$ cat src/rgbhsl_pkg.sv
// ----------------------------------------------------------------------------
// rgbhsl_pkg
// Request and result types, divider lane types and constants shared by the
// RGB to HSL converter pipeline.
// ----------------------------------------------------------------------------
package rgbhsl_pkg;

  localparam int unsigned DIV_STEPS    = 16;
  localparam int unsigned PIPE_LATENCY = DIV_STEPS + 3;
  localparam logic [14:0] HUE_FULL_Q   = 15'd23040;
  localparam logic [15:0] SAT_MAX_Q    = 16'hFFFF;

  typedef struct packed {
    logic [7:0] red;
    logic [7:0] green;
    logic [7:0] blue;
  } in_pix_t;

  typedef struct packed {
    logic [14:0] hue_q;
    logic [8:0]  lightness_sum;
    logic [15:0] saturation_q;
    logic        is_gray;
  } out_pix_t;

  typedef struct packed {
    logic [7:0]           rem;
    logic [DIV_STEPS-1:0] qx;
    logic [7:0]           dvs;
  } div_lane_t;

  typedef struct packed {
    div_lane_t  hue;
    div_lane_t  sat;
    logic [8:0] lightness_sum;
    logic       is_gray;
  } div_word_t;

endpackage

$ cat src/rgbhsl_prep.sv
// ----------------------------------------------------------------------------
// rgbhsl_prep
// Two pipeline stages: max/min, sector offset and saturation divisor, then
// the constant scaling of both dividends for the divider chain.
// ----------------------------------------------------------------------------
module rgbhsl_prep
  import rgbhsl_pkg::*;
(
  input  logic      clk,
  input  logic      rst_n,
  input  logic      valid_i,
  input  in_pix_t   pix_i,
  output logic      valid_o,
  output div_word_t word_o
);

  logic [7:0]        mx, mn, d;
  logic [8:0]        sum;
  logic [7:0]        den;
  logic signed [11:0] t_s;
  logic [10:0]       t_nxt;

  logic              valid_a_r;
  logic [10:0]       t_r;
  logic [7:0]        d_r;
  logic [7:0]        den_r;
  logic [8:0]        sum_r;
  logic              gray_r;

  logic [23:0]       hue_x;
  logic [23:0]       sat_x;
  logic              valid_b_r;
  div_word_t         word_r;
  div_word_t         word_nxt;

  always_comb begin
    logic signed [11:0] rs, gs, bs, ds;
    rs = {4'd0, pix_i.red};
    gs = {4'd0, pix_i.green};
    bs = {4'd0, pix_i.blue};
    if (pix_i.red >= pix_i.green && pix_i.red >= pix_i.blue) begin
      mx = pix_i.red;
    end else if (pix_i.green >= pix_i.blue) begin
      mx = pix_i.green;
    end else begin
      mx = pix_i.blue;
    end
    if (pix_i.red <= pix_i.green && pix_i.red <= pix_i.blue) begin
      mn = pix_i.red;
    end else if (pix_i.green <= pix_i.blue) begin
      mn = pix_i.green;
    end else begin
      mn = pix_i.blue;
    end
    d   = mx - mn;
    sum = {1'b0, mx} + {1'b0, mn};
    den = (sum <= 9'd255) ? sum[7:0] : 8'(9'd510 - sum);
    ds  = {4'd0, d};
    if (pix_i.red >= pix_i.green && pix_i.red >= pix_i.blue) begin
      t_s = gs - bs;
      if (t_s < 0) begin
        t_s = t_s + (ds <<< 2) + (ds <<< 1);
      end
    end else if (pix_i.green >= pix_i.blue) begin
      t_s = bs - rs + (ds <<< 1);
    end else begin
      t_s = rs - gs + (ds <<< 2);
    end
    t_nxt = t_s[10:0];
  end

  always_ff @(posedge clk) begin
    if (!rst_n) begin
      valid_a_r <= 1'b0;
    end else begin
      valid_a_r <= valid_i;
    end
  end

  always_ff @(posedge clk) begin
    t_r    <= t_nxt;
    d_r    <= d;
    den_r  <= den;
    sum_r  <= sum;
    gray_r <= (d == 8'd0);
  end

  always_comb begin
    hue_x = ({13'd0, t_r} << 12) - ({13'd0, t_r} << 8);
    sat_x = ({16'd0, d_r} << 16) - {16'd0, d_r};
    word_nxt.hue.rem      = hue_x[23:16];
    word_nxt.hue.qx       = hue_x[15:0];
    word_nxt.hue.dvs      = gray_r ? 8'd1 : d_r;
    word_nxt.sat.rem      = sat_x[23:16];
    word_nxt.sat.qx       = sat_x[15:0];
    word_nxt.sat.dvs      = gray_r ? 8'd1 : den_r;
    word_nxt.lightness_sum = sum_r;
    word_nxt.is_gray      = gray_r;
  end

  always_ff @(posedge clk) begin
    if (!rst_n) begin
      valid_b_r <= 1'b0;
    end else begin
      valid_b_r <= valid_a_r;
    end
  end

  always_ff @(posedge clk) begin
    word_r <= word_nxt;
  end

  assign valid_o = valid_b_r;
  assign word_o  = word_r;

endmodule

$ cat src/rgbhsl_div_stage.sv
// ----------------------------------------------------------------------------
// rgbhsl_div_stage
// One restoring division step for the hue and the saturation lanes.
// ----------------------------------------------------------------------------
module rgbhsl_div_stage
  import rgbhsl_pkg::*;
(
  input  logic      clk,
  input  logic      rst_n,
  input  logic      valid_i,
  input  div_word_t word_i,
  output logic      valid_o,
  output div_word_t word_o
);

  logic      valid_r;
  div_word_t word_r;
  div_word_t word_nxt;

  function automatic div_lane_t lane_step(input div_lane_t l);
    div_lane_t  o;
    logic [8:0] p;
    p     = {l.rem, l.qx[DIV_STEPS-1]};
    o.dvs = l.dvs;
    if (p >= {1'b0, l.dvs}) begin
      o.rem = 8'(p - {1'b0, l.dvs});
      o.qx  = {l.qx[DIV_STEPS-2:0], 1'b1};
    end else begin
      o.rem = p[7:0];
      o.qx  = {l.qx[DIV_STEPS-2:0], 1'b0};
    end
    return o;
  endfunction

  always_comb begin
    word_nxt     = word_i;
    word_nxt.hue = lane_step(word_i.hue);
    word_nxt.sat = lane_step(word_i.sat);
  end

  always_ff @(posedge clk) begin
    if (!rst_n) begin
      valid_r <= 1'b0;
    end else begin
      valid_r <= valid_i;
    end
  end

  always_ff @(posedge clk) begin
    word_r <= word_nxt;
  end

  assign valid_o = valid_r;
  assign word_o  = word_r;

endmodule

$ cat src/rgbhsl_round.sv
// ----------------------------------------------------------------------------
// rgbhsl_round
// Output stage: round both quotients to nearest, wrap hue, clamp saturation,
// zero gray pixels.
// ----------------------------------------------------------------------------
module rgbhsl_round
  import rgbhsl_pkg::*;
(
  input  logic      clk,
  input  logic      rst_n,
  input  logic      valid_i,
  input  div_word_t word_i,
  output logic      valid_o,
  output out_pix_t  pix_o
);

  logic       valid_r;
  out_pix_t   pix_r;
  out_pix_t   pix_nxt;
  logic       hue_up, sat_up;
  logic [16:0] hue_sum, sat_sum;

  always_comb begin
    hue_up  = {word_i.hue.rem, 1'b0} >= {1'b0, word_i.hue.dvs};
    sat_up  = {word_i.sat.rem, 1'b0} >= {1'b0, word_i.sat.dvs};
    hue_sum = {1'b0, word_i.hue.qx} + {16'd0, hue_up};
    sat_sum = {1'b0, word_i.sat.qx} + {16'd0, sat_up};
    pix_nxt.lightness_sum = word_i.lightness_sum;
    pix_nxt.is_gray       = word_i.is_gray;
    if (word_i.is_gray || hue_sum[14:0] == HUE_FULL_Q) begin
      pix_nxt.hue_q = 15'd0;
    end else begin
      pix_nxt.hue_q = hue_sum[14:0];
    end
    if (word_i.is_gray) begin
      pix_nxt.saturation_q = 16'd0;
    end else if (sat_sum[16]) begin
      pix_nxt.saturation_q = SAT_MAX_Q;
    end else begin
      pix_nxt.saturation_q = sat_sum[15:0];
    end
  end

  always_ff @(posedge clk) begin
    if (!rst_n) begin
      valid_r <= 1'b0;
    end else begin
      valid_r <= valid_i;
    end
  end

  always_ff @(posedge clk) begin
    pix_r <= pix_nxt;
  end

  assign valid_o = valid_r;
  assign pix_o   = pix_r;

endmodule

$ cat src/rgb_to_hsl_converter.sv
// ----------------------------------------------------------------------------
// rgb_to_hsl_converter
// Pipelined RGB to HSL conversion with fixed point hue and saturation.
// ----------------------------------------------------------------------------
//   channel   ports                      handshake
//   request   in_data (red,green,blue)   start, busy
//   result    out_data (hue_q,...)       out_valid, one-cycle strobe
//
//   One request per cycle; busy stays low.
//   The pipeline has two prep stages, 16 divider steps (one quotient
//   bit each, shared by the hue and saturation divisions), one round stage.
//   Synchronous reset clears the valid bits; requests in flight are dropped.
//   The receiver cannot stall, so the pipeline never holds.
// ----------------------------------------------------------------------------
module rgb_to_hsl_converter
  import rgbhsl_pkg::*;
(
  input  logic     clk,
  input  logic     rst_n,
  input  logic     start,
  output logic     busy,
  input  in_pix_t  in_data,
  output logic     out_valid,
  output out_pix_t out_data
);

  logic      div_valid [0:DIV_STEPS];
  div_word_t div_word  [0:DIV_STEPS];

  assign busy = 1'b0;

  rgbhsl_prep u_prep (
    .clk     (clk),
    .rst_n   (rst_n),
    .valid_i (start),
    .pix_i   (in_data),
    .valid_o (div_valid[0]),
    .word_o  (div_word[0])
  );

  for (genvar i = 0; i < DIV_STEPS; i++) begin : g_div
    rgbhsl_div_stage u_stage (
      .clk     (clk),
      .rst_n   (rst_n),
      .valid_i (div_valid[i]),
      .word_i  (div_word[i]),
      .valid_o (div_valid[i+1]),
      .word_o  (div_word[i+1])
    );
  end

  rgbhsl_round u_round (
    .clk     (clk),
    .rst_n   (rst_n),
    .valid_i (div_valid[DIV_STEPS]),
    .word_i  (div_word[DIV_STEPS]),
    .valid_o (out_valid),
    .pix_o   (out_data)
  );

endmodule

$ cat config.mk
export PLATFORM = sky130hd
export DESIGN_NAME = rgb_to_hsl_converter
export DESIGN_NICKNAME = d
export VERILOG_FILES = /design/src/rgbhsl_pkg.sv /design/src/rgbhsl_prep.sv /design/src/rgbhsl_div_stage.sv /design/src/rgbhsl_round.sv /design/src/rgb_to_hsl_converter.sv
export SDC_FILE = /design/constraint.sdc
export NUM_CORES = 2
export LEC_CHECK = 0
export BUFFER_PORTS_ARGS = -buffer_cell sky130_fd_sc_hd__buf_2
export CORE_ASPECT_RATIO = 1.1
export CORE_MARGIN = 2
export CORE_UTILIZATION = 62
export CTS_CLUSTER_DIAMETER = 80
export DETAILED_ROUTE_END_ITERATION = 7
export PLACE_DENSITY_LB_ADDON = 0.15
export SKIP_LAST_GASP = 1
export SLEW_MARGIN = 0
export SYNTH_ARGS = -nofsm -noshare
export SYNTH_HDL_FRONTEND = slang
export SYNTH_SLANG_ARGS = --single-unit
$ cat constraint.sdc
create_clock -name clk -period 6.5 [get_ports clk]
set_input_delay 0 -clock clk [delete_from_list [all_inputs] [get_ports clk]]
set_output_delay 0 -clock clk [all_outputs]
set_load 0.02 [all_outputs]
==> reports/metrics.cfg <==
[sta]
holdWs_ns=0.0910
tns_ns=0
setup_viol=0
rsz0062_at_grt=false
tightest_slew_ns=0.890
fin_crit_sh_pct=90.1
max_freq_mhz=171
slew_headroom_pct=40.7
hold_violations=0
fin_crit_ns=5.85
clock_skew_ns=0.0292
finalMaxSlewViolations=0

[floorplanning]
start_util_pct=62.8
dieArea_mm2=0.0723
core_area_mm2=0.0693
io-pin-count=70
die_y_um=282
die_w_um=257
rows=101

[setup_path]
end_kind=flip-flop
ff2ff_path_depth=20
worstSetupPathType=in2reg
startpoint_type=input port
critPathArrivalTime_ns=6.39
cp.required_ns=7.04
cpMaxStageDelayCell=dlygate4sd3_1
reg2reg_slack_ns=2.59
timing.rr.start=g_div[15].u_stage.word_o[43]$_DFF_P_
critPathMaxFanout=5
rr_endpoint=u_round.pix_o[28]$_SDFF_PP0_
critPathMostFrequentCell=a21oi_1
slowest_delay_ns=0.53

[finish]
n_antenna_cell=0
layout_commonest_cell=dfxtp_1
drive_gt1_share_pct=11.9
final_cells=5178
layout_common_cells=dfxtp_1, inv_1, ha_1, nor2_1, o21ai_0
area_delta_synth_final_pct=12.7
nets=4579

[cts]
cts_tree=built
clkLatencyLatePin_ns=0.67
cts_buffers=109
cts-root-buf=clkbuf_16
htreeDepth=3
postCtsSetupRepairBufs=0
numClockSinks=1200
cts_max_path_buffers=3
ctsResizeCount=0
clkTransAtPathRegs_ns=0.06

[yosys]
ys.flop_type=dfxtp_1
synth_edf_count=0
yosys.cell_types.count=79
avgSynthCellArea_um2=10.9
syn_nets=4402
ys_ff_latch=1200
synth_seq_area_share_pct=55.2
ys_warn_count=0
syn-cell-area_mm2=0.0435
synthCells=3977
async_reset_ff_share_pct=0

[routing]
drt_first_pass_iters=5
drtIter0Drc=1093
drc=0
routed_wl_mm=73.9
drtAntennaViolNets=0
vias_per_cell=5.05
routedWlPerCell_um=14.3
dr_total_vias=26200

[worst_hold_path]
hold_path_class=in2reg
min_from=in_data[1]
min_delay_path_depth=5
min_to=u_prep.t_r[1]$_DFF_P_

[placed_design]
placedCellCount=4963
dp.final_hpwl_mm=54.2
numPortBuffers=68
place.gp.congestion=0.879

[global_routing]
grt_use_total_pct=21.0
overflow=0
antenna_found_initial=0
grt_max_degree=23
grt_pass1_wl_mm=125
grt_pass1_vias=26800

[outcome]
status=finished, final reports clean

[job]
maxCapViolCount=0

==> metrics by stage <==
step / worst slack (ns) / instance area, um^2 / utilization (%)
2_1_floorplan: 1.04 / 43500 / -
3_3_place_gp: 0.534 / 45000 / 65.0
3_5_place_dp: 0.478 / 45000 / 65.0
4_1_cts: 0.786 / 49100 / 70.9
5_1_grt: 0.210 / 49100 / 70.9
6_report: 0.645 / 49100 / 70.9
==> cells by family (layout without fill, tap and decap cells) <==
kind of cell               Yosys count  in the layout  synth area share (%)
xor gates and xnor gates           184            184                  3.70
buffers and inverters              552            826                  4.84
and+or+nand+nor                    795            795                  8.66
adders and majority gates          399            399                  12.3
DFF                               1200           1200                  55.2
other                                1              1               0.00862
AOI/OAI and AO/OA                  599            599                  9.17
muxes                              247            247                  6.16
==> how the worst max path moves through the flow <==
stage,slack [ns],endpoint,from
after global routing,0.21,u_prep.t_r[10]$_DFF_P_,in_data[9]
after floorplan,1.04,u_prep.t_r[10]$_DFF_P_,in_data[17]
after detailed placement,0.48,u_prep.t_r[10]$_DFF_P_,in_data[17]
after CTS,0.79,u_prep.t_r[10]$_DFF_P_,in_data[9]
after global placement,0.53,u_prep.t_r[10]$_DFF_P_,in_data[17]
final,0.65,u_prep.t_r[10]$_DFF_P_,in_data[9]
==> flip-flops by register name, summed over array words and instances (netlist names), 7 cells and up <==
name and count:
u_prep.sum_r 8, u_prep.t_r 11, g_div.u_stage.valid_o 16, u_prep.den_r 7
g_div.u_stage.word_o 1042, u_round.pix_o 41, u_prep.d_r 8, u_prep.word_o 63
==> synthesized netlist by cell type, drive strengths merged (3+ instances only) <==
| master | number | share of area, % |
|---|---|---|
| dfxtp | 1200 | 55 |
| inv | 527 | 4.5 |
| ha | 352 | 10 |
| nor2 | 344 | 3.0 |
| o21ai | 194 | 2.2 |
| mux2 | 167 | 4.3 |
| a21oi | 144 | 1.7 |
| nand2 | 120 | 1.0 |
| xnor2 | 116 | 2.3 |
| nor2b | 91 | 1.3 |
| mux2i | 80 | 1.8 |
| a21boi | 69 | 1.2 |
| xor2 | 68 | 1.4 |
| nand4 | 67 | 0.96 |
| a21o | 54 | 0.93 |
| fa | 46 | 2.1 |
| nand2b | 38 | 0.55 |
| nand3 | 34 | 0.39 |
| a22oi | 32 | 0.92 |
| a311oi | 32 | 0.64 |
| and2 | 32 | 0.46 |
| nor3 | 32 | 0.37 |
| o21a | 20 | 0.35 |
| clkbuf | 14 | 0.12 |
| buf | 11 | 0.18 |
| and3 | 8 | 0.11 |
| or2 | 8 | 0.13 |
| or3 | 6 | 0.086 |
| a211oi | 5 | 0.14 |
| o211ai | 5 | 0.086 |
| o22ai | 5 | 0.072 |
| a31oi | 4 | 0.057 |
| nor4 | 4 | 0.057 |
| o21bai | 4 | 0.069 |
| a2111oi | 3 | 0.12 |
| o221ai | 3 | 0.060 |
| o311ai | 3 | 0.12 |
| o31a | 3 | 0.060 |
| o31ai | 3 | 0.052 |
==> worst max-delay path: cells and delay by family <==
family,cells,cell delay [ns]
compound gates,11,2.46
fa+ha+maj,4,1.43
buf+inv,3,0.88
simple gates,5,0.73
mux,2,0.49
xor+xnor,2,0.41
==> final cells by class <==
class	instances	area, um^2
Clock buffer	128	2910
Clock inverter	80	1070
Fill cell	5071	20200
Inverter	527	1980
Multi-Input combinational cell	2225	17400
Sequential cell	1200	24000
Tap cell	927	1160
Timing Repair Buffer	91	531
==> metal layers <==
metal  vias to the layer above  global-route usage (%)  wire (um)
met4                         0                    7.72       2260
met3                       147                    3.25       2240
li1                      13600                       -          -
met1                     12100                    22.8      30700
met5                         -                       0          0
met2                       339                    40.8      38700
==> repair_timing <==
action | 4_1_cts | 5_1_grt
hold buffers | 7 | 0
endpoints found under the hold margin | 21 | 0
setup endpoints to repair | 0 | 0
Power is not shown: default switching activity piles up to over one toggle a cycle in this logic, so the estimate is an artifact.
